==> src/rtl/plb_pkg.sv <==
`default_nettype none

package plb_pkg;

  // request codes
  localparam logic [1:0] REQ_READ   = 2'd0;
  localparam logic [1:0] REQ_INSERT = 2'd1;
  localparam logic [1:0] REQ_REMOVE = 2'd2;

  // status codes
  localparam logic [1:0] ST_OK     = 2'd0;
  localparam logic [1:0] ST_BADPOS = 2'd1;
  localparam logic [1:0] ST_FULL   = 2'd2;
  localparam logic [1:0] ST_EMPTY  = 2'd3;

  localparam int POS_W  = 7;
  localparam int WORD_W = 32;

  typedef struct packed {
    logic [1:0]        req_type;
    logic [POS_W-1:0]  position;
    logic [WORD_W-1:0] elem_value;
  } plb_req_t;

  typedef struct packed {
    logic [WORD_W-1:0] elem_out;
    logic [POS_W-1:0]  list_count;
    logic              is_empty;
    logic [1:0]        status;
  } plb_rsp_t;

  // controller to datapath
  typedef struct packed {
    logic accept;
    logic setup;
    logic move;
    logic finish;
    logic load_out;
  } plb_cmd_t;

  // datapath to controller
  typedef struct packed {
    logic req_ok;
    logic move_done;
    logic out_free;
  } plb_sts_t;

endpackage

`default_nettype wire

==> src/rtl/plb_ram.sv <==
`default_nettype none

module plb_ram #(
  parameter int WIDTH = 32,
  parameter int DEPTH = 64
) (
  input  wire logic                     clk,
  input  wire logic                     we,
  input  wire logic [$clog2(DEPTH)-1:0] waddr,
  input  wire logic [WIDTH-1:0]         wdata,
  input  wire logic [$clog2(DEPTH)-1:0] raddr,
  output logic      [WIDTH-1:0]         rdata
);

  logic [WIDTH-1:0] mem_r [DEPTH];

  always_ff @(posedge clk) begin
    if (we) begin
      mem_r[waddr] <= wdata;
    end
    rdata <= mem_r[raddr];
  end

endmodule

`default_nettype wire

==> src/rtl/plb_ctrl.sv <==
`default_nettype none

module plb_ctrl (
  input  wire logic              clk,
  input  wire logic              rst_n,
  input  wire logic              in_valid,
  output logic                   in_ready,
  output plb_pkg::plb_cmd_t      cmd,
  input  wire plb_pkg::plb_sts_t sts
);

  import plb_pkg::*;

  localparam logic [2:0] S_IDLE  = 3'd0;
  localparam logic [2:0] S_CHECK = 3'd1;
  localparam logic [2:0] S_MOVE  = 3'd2;
  localparam logic [2:0] S_FINAL = 3'd3;
  localparam logic [2:0] S_DONE  = 3'd4;

  logic [2:0] state_r, state_nxt;

  always_comb begin
    state_nxt = state_r;
    in_ready  = 1'b0;
    cmd       = '0;
    case (state_r)
      S_IDLE: begin
        in_ready   = 1'b1;
        cmd.accept = in_valid;
        if (in_valid) begin
          state_nxt = S_CHECK;
        end
      end
      S_CHECK: begin
        cmd.setup = 1'b1;
        state_nxt = sts.req_ok ? S_MOVE : S_DONE;
      end
      S_MOVE: begin
        cmd.move = 1'b1;
        if (sts.move_done) begin
          state_nxt = S_FINAL;
        end
      end
      S_FINAL: begin
        cmd.finish = 1'b1;
        state_nxt  = S_DONE;
      end
      S_DONE: begin
        if (sts.out_free) begin
          cmd.load_out = 1'b1;
          state_nxt    = S_IDLE;
        end
      end
      default: begin
        state_nxt = S_IDLE;
      end
    endcase
  end

  always_ff @(posedge clk) begin
    if (!rst_n) begin
      state_r <= S_IDLE;
    end else begin
      state_r <= state_nxt;
    end
  end

endmodule

`default_nettype wire

==> src/rtl/plb_dp.sv <==
`default_nettype none

module plb_dp #(
  parameter int DEPTH      = 64,
  parameter int ELEM_WIDTH = 32
) (
  input  wire logic              clk,
  input  wire logic              rst_n,
  input  wire plb_pkg::plb_cmd_t cmd,
  output plb_pkg::plb_sts_t      sts,
  input  wire plb_pkg::plb_req_t in_data,
  output logic                   out_valid,
  input  wire logic              out_ready,
  output plb_pkg::plb_rsp_t      out_data
);

  import plb_pkg::*;

  localparam int AW    = $clog2(DEPTH);
  localparam int CNT_W = $clog2(DEPTH + 1);
  localparam int CMP_W = ((CNT_W > POS_W) ? CNT_W : POS_W) + 1;
  localparam int XW    = (ELEM_WIDTH > WORD_W) ? ELEM_WIDTH : WORD_W;

  plb_req_t              req_r;
  logic [CNT_W-1:0]      count_r, count_nxt;
  logic [AW-1:0]         idx_r;
  logic [AW-1:0]         rd_addr_r;
  logic [CNT_W-1:0]      rd_left_r;
  logic                  pend_r;
  logic [AW-1:0]         pend_addr_r;
  logic                  first_r;
  logic [ELEM_WIDTH-1:0] res_r;
  logic [1:0]            st_r;
  logic                  out_valid_r;
  plb_rsp_t              out_r;

  logic [CMP_W-1:0]      pos_c, n_c;
  logic [1:0]            chk_st;
  logic                  is_ins;
  logic                  capture;
  logic                  issue;
  logic                  ram_we;
  logic [AW-1:0]         ram_waddr;
  logic [ELEM_WIDTH-1:0] ram_wdata;
  logic [ELEM_WIDTH-1:0] ram_rdata;
  logic [XW-1:0]         val_ext;
  logic [XW-1:0]         res_ext;
  logic [ELEM_WIDTH-1:0] ins_val;

  assign pos_c  = CMP_W'(req_r.position);
  assign n_c    = CMP_W'(count_r);
  assign is_ins = (req_r.req_type == REQ_INSERT);

  // request check, full before position on insert
  always_comb begin
    chk_st = ST_OK;
    case (req_r.req_type)
      REQ_READ, REQ_REMOVE: begin
        if (n_c == '0) begin
          chk_st = ST_EMPTY;
        end else if (pos_c == '0 || pos_c > n_c) begin
          chk_st = ST_BADPOS;
        end
      end
      REQ_INSERT: begin
        if (n_c >= CMP_W'(DEPTH)) begin
          chk_st = ST_FULL;
        end else if (pos_c == '0 || pos_c > n_c + CMP_W'(1)) begin
          chk_st = ST_BADPOS;
        end
      end
      default: begin
        chk_st = ST_BADPOS;
      end
    endcase
  end

  assign val_ext = XW'(req_r.elem_value);
  assign ins_val = val_ext[ELEM_WIDTH-1:0];

  // shift engine: one read issued, one write or capture per cycle
  assign issue   = cmd.move && (rd_left_r != '0);
  assign capture = cmd.move && pend_r && first_r && !is_ins;

  always_comb begin
    ram_we    = 1'b0;
    ram_waddr = pend_addr_r;
    ram_wdata = ram_rdata;
    if (cmd.move && pend_r && !capture) begin
      ram_we    = 1'b1;
      ram_waddr = is_ins ? pend_addr_r + AW'(1) : pend_addr_r - AW'(1);
    end else if (cmd.finish && is_ins) begin
      ram_we    = 1'b1;
      ram_waddr = idx_r;
      ram_wdata = ins_val;
    end
  end

  plb_ram #(
    .WIDTH (ELEM_WIDTH),
    .DEPTH (DEPTH)
  ) u_ram (
    .clk   (clk),
    .we    (ram_we),
    .waddr (ram_waddr),
    .wdata (ram_wdata),
    .raddr (rd_addr_r),
    .rdata (ram_rdata)
  );

  always_comb begin
    count_nxt = count_r;
    if (cmd.finish) begin
      case (req_r.req_type)
        REQ_INSERT: count_nxt = count_r + CNT_W'(1);
        REQ_REMOVE: count_nxt = count_r - CNT_W'(1);
        default:    count_nxt = count_r;
      endcase
    end
  end

  always_ff @(posedge clk) begin
    if (!rst_n) begin
      count_r     <= '0;
      pend_r      <= 1'b0;
      rd_left_r   <= '0;
      out_valid_r <= 1'b0;
    end else begin
      count_r <= count_nxt;
      if (cmd.setup) begin
        pend_r <= 1'b0;
        if (chk_st == ST_OK) begin
          rd_left_r <= is_ins || req_r.req_type == REQ_REMOVE
                     ? CNT_W'(n_c - pos_c + CMP_W'(1)) : CNT_W'(1);
        end else begin
          rd_left_r <= '0;
        end
      end else if (cmd.move) begin
        pend_r <= issue;
        if (issue) begin
          rd_left_r <= rd_left_r - CNT_W'(1);
        end
      end
      if (cmd.load_out) begin
        out_valid_r <= 1'b1;
      end else if (out_ready) begin
        out_valid_r <= 1'b0;
      end
    end
  end

  always_ff @(posedge clk) begin
    if (cmd.accept) begin
      req_r <= in_data;
    end
    if (cmd.setup) begin
      idx_r     <= AW'(pos_c - CMP_W'(1));
      rd_addr_r <= is_ins ? AW'(count_r - CNT_W'(1)) : AW'(pos_c - CMP_W'(1));
      first_r   <= 1'b1;
      res_r     <= '0;
      st_r      <= chk_st;
    end else if (cmd.move) begin
      if (issue) begin
        pend_addr_r <= rd_addr_r;
        rd_addr_r   <= is_ins ? rd_addr_r - AW'(1) : rd_addr_r + AW'(1);
      end
      if (pend_r) begin
        first_r <= 1'b0;
      end
      if (capture) begin
        res_r <= ram_rdata;
      end
    end
    if (cmd.load_out) begin
      out_r.elem_out   <= res_ext[WORD_W-1:0];
      out_r.list_count <= POS_W'(count_r);
      out_r.is_empty   <= (count_r == '0);
      out_r.status     <= st_r;
    end
  end

  assign res_ext = XW'(res_r);

  assign sts.req_ok    = (chk_st == ST_OK);
  assign sts.move_done = (rd_left_r == '0) && !pend_r;
  assign sts.out_free  = !out_valid_r || out_ready;

  assign out_valid = out_valid_r;
  assign out_data  = out_r;

endmodule

`default_nettype wire

==> src/rtl/positional_list_buffer_top.sv <==
`default_nettype none

// channel   direction  handshake            payload
// in_       input      in_valid/in_ready    plb_req_t: req_type, position, elem_value
// out_      output     out_valid/out_ready  plb_rsp_t: elem_out, list_count, is_empty, status
//
// item sequence: a rejected item goes idle, check, done; read, remove and insert go idle,
// check, move, final, done, with one entry moved per cycle through the memory's two ports
// rst_n is synchronous: count goes to zero, entry memory is not cleared
// the next item is taken while a finished result waits in the output register;
// a stalled out_ready holds the block only at the end of the following item

module positional_list_buffer_top #(
  parameter int DEPTH      = 64,
  parameter int ELEM_WIDTH = 32
) (
  input  wire logic              clk,
  input  wire logic              rst_n,
  input  wire logic              in_valid,
  output logic                   in_ready,
  input  wire plb_pkg::plb_req_t in_data,
  output logic                   out_valid,
  input  wire logic              out_ready,
  output plb_pkg::plb_rsp_t      out_data
);

  import plb_pkg::*;

  // command and status between sequencer and datapath
  plb_cmd_t cmd;
  plb_sts_t sts;

  // sequencer: idle, check, move entries, commit, hand off result
  plb_ctrl u_ctrl (
    .clk      (clk),
    .rst_n    (rst_n),
    .in_valid (in_valid),
    .in_ready (in_ready),
    .cmd      (cmd),
    .sts      (sts)
  );

  // datapath: request register, count, entry memory with shift engine,
  // output register
  plb_dp #(
    .DEPTH      (DEPTH),
    .ELEM_WIDTH (ELEM_WIDTH)
  ) u_dp (
    .clk       (clk),
    .rst_n     (rst_n),
    .cmd       (cmd),
    .sts       (sts),
    .in_data   (in_data),
    .out_valid (out_valid),
    .out_ready (out_ready),
    .out_data  (out_data)
  );

endmodule

`default_nettype wire

==> config.mk <==
export PLATFORM = sky130hd
export DESIGN_NAME = positional_list_buffer_top
export DESIGN_NICKNAME = d
export VERILOG_FILES = /design/src/rtl/plb_pkg.sv /design/src/rtl/plb_ram.sv /design/src/rtl/plb_ctrl.sv /design/src/rtl/plb_dp.sv /design/src/rtl/positional_list_buffer_top.sv
export SDC_FILE = /design/constraint.sdc
export NUM_CORES = 2
export LEC_CHECK = 0
export BUFFER_PORTS_ARGS = -buffer_cell sky130_fd_sc_hd__clkbuf_2
export CELL_PAD_IN_SITES_DETAIL_PLACEMENT = 2
export CELL_PAD_IN_SITES_GLOBAL_PLACEMENT = 2
export CORE_MARGIN = 2
export CORE_UTILIZATION = 54
export CTS_CLUSTER_SIZE = 14
export DETAILED_ROUTE_END_ITERATION = 6
export GPL_TIMING_DRIVEN = 0
export PLACE_DENSITY_LB_ADDON = 0.25
export SETUP_SLACK_MARGIN = 0.05
export SLEW_MARGIN = 40
export SYNTH_ARGS = -nofsm -noshare
export SYNTH_HDL_FRONTEND = slang
export SYNTH_HIERARCHICAL = 1
export SYNTH_SLANG_ARGS = --single-unit
==> constraint.sdc <==
create_clock -name clk -period 9.3 [get_ports clk]
set_input_delay 0.93 -clock clk [delete_from_list [all_inputs] [get_ports clk]]
set_output_delay 0.93 -clock clk [all_outputs]
set_load 0.1 [all_outputs]
==> results.py, run 1 <==
metrics = {
    "yosys": {
        "yosys.area.top_type": "edfxtp_1",
        "synth_nets": 4044,
        "yosysWarnings": 6,
        "synth_top_area_share_pct": 75.3,
        "synth_edf_count": 2151,
        "yosysUniqueCellTypes": 70,
        "synthArstFlopShare_pct": 0,
        "ys_seq_area_share_pct": 77.3,
        "synthCells": 3954,
        "synth.area.top_cells": "edfxtp_1, mux4_2, dfxtp_1",
        "avgSynthCellArea_um2": 21.7,
        "ys_ff_latch": 2235,
        "synth_top_flop_cell": "edfxtp_1",
        "synth_area_um2": 85800,
    },
    "outcome": {
        "tool.error": "[ERROR DPL-0033] detailed placement checks failed during check placement.",
        "status": "did not finish",
        "haltStage": "detailed placement",
    },
    "place": {
        "io_buffers": 88,
        "place_hpwl_um": 282000,
        "routabilityCongestion": 0.848,
    },
    "die": {
        "die_y_um": 403,
        "rows": 146,
        "start_util_pct": 54.3,
        "die_w_um": 403,
        "io_pins": 89,
    },
}
synthesized netlist by cell type (32+ instances only):
cell type	n
dfxtp_1	84
nand2_1	115
o22ai_1	86
inv_1	36
mux2_2	32
mux2i_1	99
clkbuf_1	95
edfxtp_1	2151
a21oi_1	117
buf_2	61
mux4_2	544
ha_1	42
nor2_1	164
per-stage QoR:
| stage | area, µm² | setup slack, ns |
|---|---|---|
| 2_1_floorplan | 85800 | 3.45 |
| 3_3_place_gp | 88800 | -2.17 |
logic make-up after synthesis:
family	synth area share [%]
buffers and inverters	1.34
DFF	77.3
and+or+nand+nor	2.14
adders and majority gates	0.683
AOI/OAI and AO/OA	2.44
muxes	15.9
xor gates and xnor gates	0.265
==> run 2: changes to the inputs <==
--- a/config.mk
+++ b/config.mk
@@ -6,15 +6,11 @@
 export NUM_CORES = 2
 export LEC_CHECK = 0
 export BUFFER_PORTS_ARGS = -buffer_cell sky130_fd_sc_hd__clkbuf_2
-export CELL_PAD_IN_SITES_DETAIL_PLACEMENT = 2
-export CELL_PAD_IN_SITES_GLOBAL_PLACEMENT = 2
 export CORE_MARGIN = 2
-export CORE_UTILIZATION = 54
-export CTS_CLUSTER_SIZE = 14
+export CORE_UTILIZATION = 40
 export DETAILED_ROUTE_END_ITERATION = 6
 export GPL_TIMING_DRIVEN = 0
-export PLACE_DENSITY_LB_ADDON = 0.25
-export SETUP_SLACK_MARGIN = 0.05
+export PLACE_DENSITY_LB_ADDON = 0.15
 export SLEW_MARGIN = 40
 export SYNTH_ARGS = -nofsm -noshare
 export SYNTH_HDL_FRONTEND = slang
==> results.py, run 2 <==
metrics = {
    "yosys": {
        "avgSynthCellArea_um2": 21.7,
        "synth_area_um2": 85800,
        "yosysWarnings": 6,
        "synth_top_flop_cell": "edfxtp_1",
        "ys_ff_latch": 2235,
        "netlist_top_cells_count": "edfxtp_1, mux4_2, nor2_1",
        "synth_top_area_share_pct": 75.3,
        "yosys.area.top_type": "edfxtp_1",
        "synthArstFlopShare_pct": 0,
        "ys_seq_area_share_pct": 77.3,
        "synthCells": 3954,
        "synth.most_common_cell": "edfxtp_1",
        "yosysUniqueCellTypes": 70,
        "synth.area.top_cells": "edfxtp_1, mux4_2, dfxtp_1",
        "synth_edf_count": 2151,
        "synth_nets": 4044,
    },
    "global_routing": {
        "grt_pass1_wl_um": 373000,
        "antenna_found_initial": 10,
        "grt_pass1_vias": 43546,
        "grtUsageTotal_pct": 25.2,
        "grt_max_degree": 65,
        "overflow": 0,
    },
    "setup_path": {
        "r2r_start": "u_dp/req_r[40]",
        "endpoint": "u_dp/u_ram/mem_r[21][22]",
        "r2r-end": "u_dp/u_ram/mem_r[21][22]",
        "r2r_slack_ns": 3.53,
        "startpoint": "u_dp/req_r[40]",
        "critPathKind": "reg -> reg",
        "arrival_ns": 6.31,
        "crit_path_end_kind": "register",
        "cp_max_fo": 12,
        "required_ns": 9.83,
        "worstSetupStartpointType": "register",
        "reg2reg_depth": 17,
    },
    "route": {
        "vias_per_cell": 5.96,
        "drtIter0Drc": 5765,
        "routedWlPerCell_um": 36.6,
        "wl_um": 275000,
        "vias": 44736,
        "dr.pass1.iters": 6,
        "antenna_left": 0,
        "drc": 0,
    },
    "die": {
        "die_w_um": 467,
        "io_pins": 89,
        "die_y_um": 467,
        "start_util_pct": 40.3,
        "rows": 169,
        "dieArea_um2": 218000,
        "core_area_um2": 213000,
    },
    "job": {
        "cap_violations": 0,
    },
    "place": {
        "routabilityCongestion": 0.843,
        "place_hpwl_um": 190000,
        "io_buffers": 88,
        "place_area_um2": 94900,
    },
    "finish": {
        "largest_register_ff_count": 2048,
        "layout.nets": 4582,
        "regArea_um2": 66300,
        "layout-drive-gt1-share_pct": 30.8,
        "syn_to_final_growth_pct": 19.1,
        "top_register": "u_dp/u_ram/mem_r",
        "final.fill_count": 17349,
        "layout_common_cells": "edfxtp_1, mux4_2, clkbuf_16, clkbuf_2, nand2_1",
        "multiInputGateArea_um2": 19200,
        "final_area_um2": 102000,
        "layout_commonest_cell": "edfxtp_1",
    },
    "pwr": {
        "peakVddDrop_mv": 0.203,
        "power.density_nw_per_um2": 229,
        "total_power_w": 0.0234,
        "leakagePower_nw": 32.7,
    },
    "cts": {
        "cts_sinks": 2235,
        "cts_root_buf": "clkbuf_16",
        "cts_made_buffers": 226,
        "cts_buffer_depth": 3,
        "htreeDepth": 4,
        "cts_tree": "done",
        "post_cts_buffers": 0,
        "insertion_delay_ns": 0.86,
        "cts.reportedPaths.clkPinSlew_ns": 0.06,
        "postCtsHoldBufs": 0,
        "cts_resized": 0,
    },
    "timing": {
        "maxSlewHeadroom_pct": 37.3,
        "holdWs_ns": 0.242,
        "slew_viol_final": 0,
        "clock_skew_ns": 0.0408,
        "setup_tns_ns": 0,
        "fmax_mhz": 173,
        "final.period_utilization_pct": 62.1,
        "rsz0062_at_grt": "false",
        "period_needed_ns": 5.77,
        "finalSetupViolCount": 0,
        "worst_pin_slew_ns": 0.941,
        "hold_viol": 0,
    },
    "hold_path": {
        "hold_path.class": "in -> reg",
        "min_delay_path_depth": 1,
    },
    "outcome": {
        "status": "completed",
    },
}
-- run 2: cells by family after synthesis --
kind of cell    count (synthesis)  synth area share (%)
flops                        2235                  77.3
mux                           675                  15.9
simple gates                  399                  2.14
compound gates                326                  2.44
buf+inv                       248                  1.34
fa+ha+maj                      45                 0.683
xor+xnor                       26                 0.265
-- run 2: worst min-delay path by stage --
stage | start | end | slack, ns
floorplan | u_dp/st_r[0] | u_dp/out_data[0] | 0.40
finish | in_data[22] | u_dp/ins_val[22] | 0.24
global placement | u_dp/st_r[0] | u_dp/out_data[0] | 0.41
global route | in_data[24] | u_dp/ins_val[24] | 0.20
detailed placement | u_dp/res_ext[22] | u_dp/out_data[32] | 0.41
CTS | in_data[24] | u_dp/ins_val[24] | 0.18
-- run 2: report_power, final --
part | leakage, nW | internal, W | total, W | switching (W)
clock | 3.51 | 0.00509 | 0.00892 | 0.00383
sequential | 20.0 | 0.0118 | 0.0119 | 0.0000742
combinational | 9.13 | 0.000671 | 0.00259 | 0.00192
-- run 2: stage by stage --
stage / std cells / utilization [%] / setup WS, ns
final: 7508 / 48.0 / 3.53
after floorplan: 3954 / - / 3.45
after global routing: 7505 / 48.0 / 3.29
after global placement: 6863 / 42.2 / -0.837
after detailed placement: 7082 / 44.6 / 3.36
after CTS: 7500 / 48.0 / 3.26
-- run 2: routing by layer --
layer | GRT usage (%) | wire length [µm] | up-vias
li1 | - | - | 17664
met1 | 35.2 | 112000 | 24561
met2 | 40.4 | 131000 | 2125
met3 | 4.72 | 23000 | 384
met4 | 7.42 | 9270 | 2
met5 | 0 | 18 | -
-- run 2: worst max-delay path, cell delays in order (launching register included) --
cell	delay, ns
edfxtp_1	0.51
inv_1	0.11
ha_1	0.29
buf_2	0.24
and4b_1	0.26
clkbuf_1	0.38
nor2_1	0.23
a21oi_1	0.45
a222oi_1	0.15
inv_1	0.10
clkbuf_1	0.47
nor2b_1	0.27
nand3_1	0.64
nor2_4	0.54
buf_16	0.21
buf_8	0.18
buf_8	0.18
buf_8	0.19
-- run 2: layout make-up --
class	instances	share of cell area (%)
clock inverter	120	1.05
multi-input combinational	1471	18.7
antenna	5	0.0122
buffer	211	1.06
clock buffer	298	6.01
sequential	2235	64.9
tap	2821	3.45
timing repair buffer	310	4.68
inverter	37	0.136
Note: power is estimated with default switching activity, not from simulation.
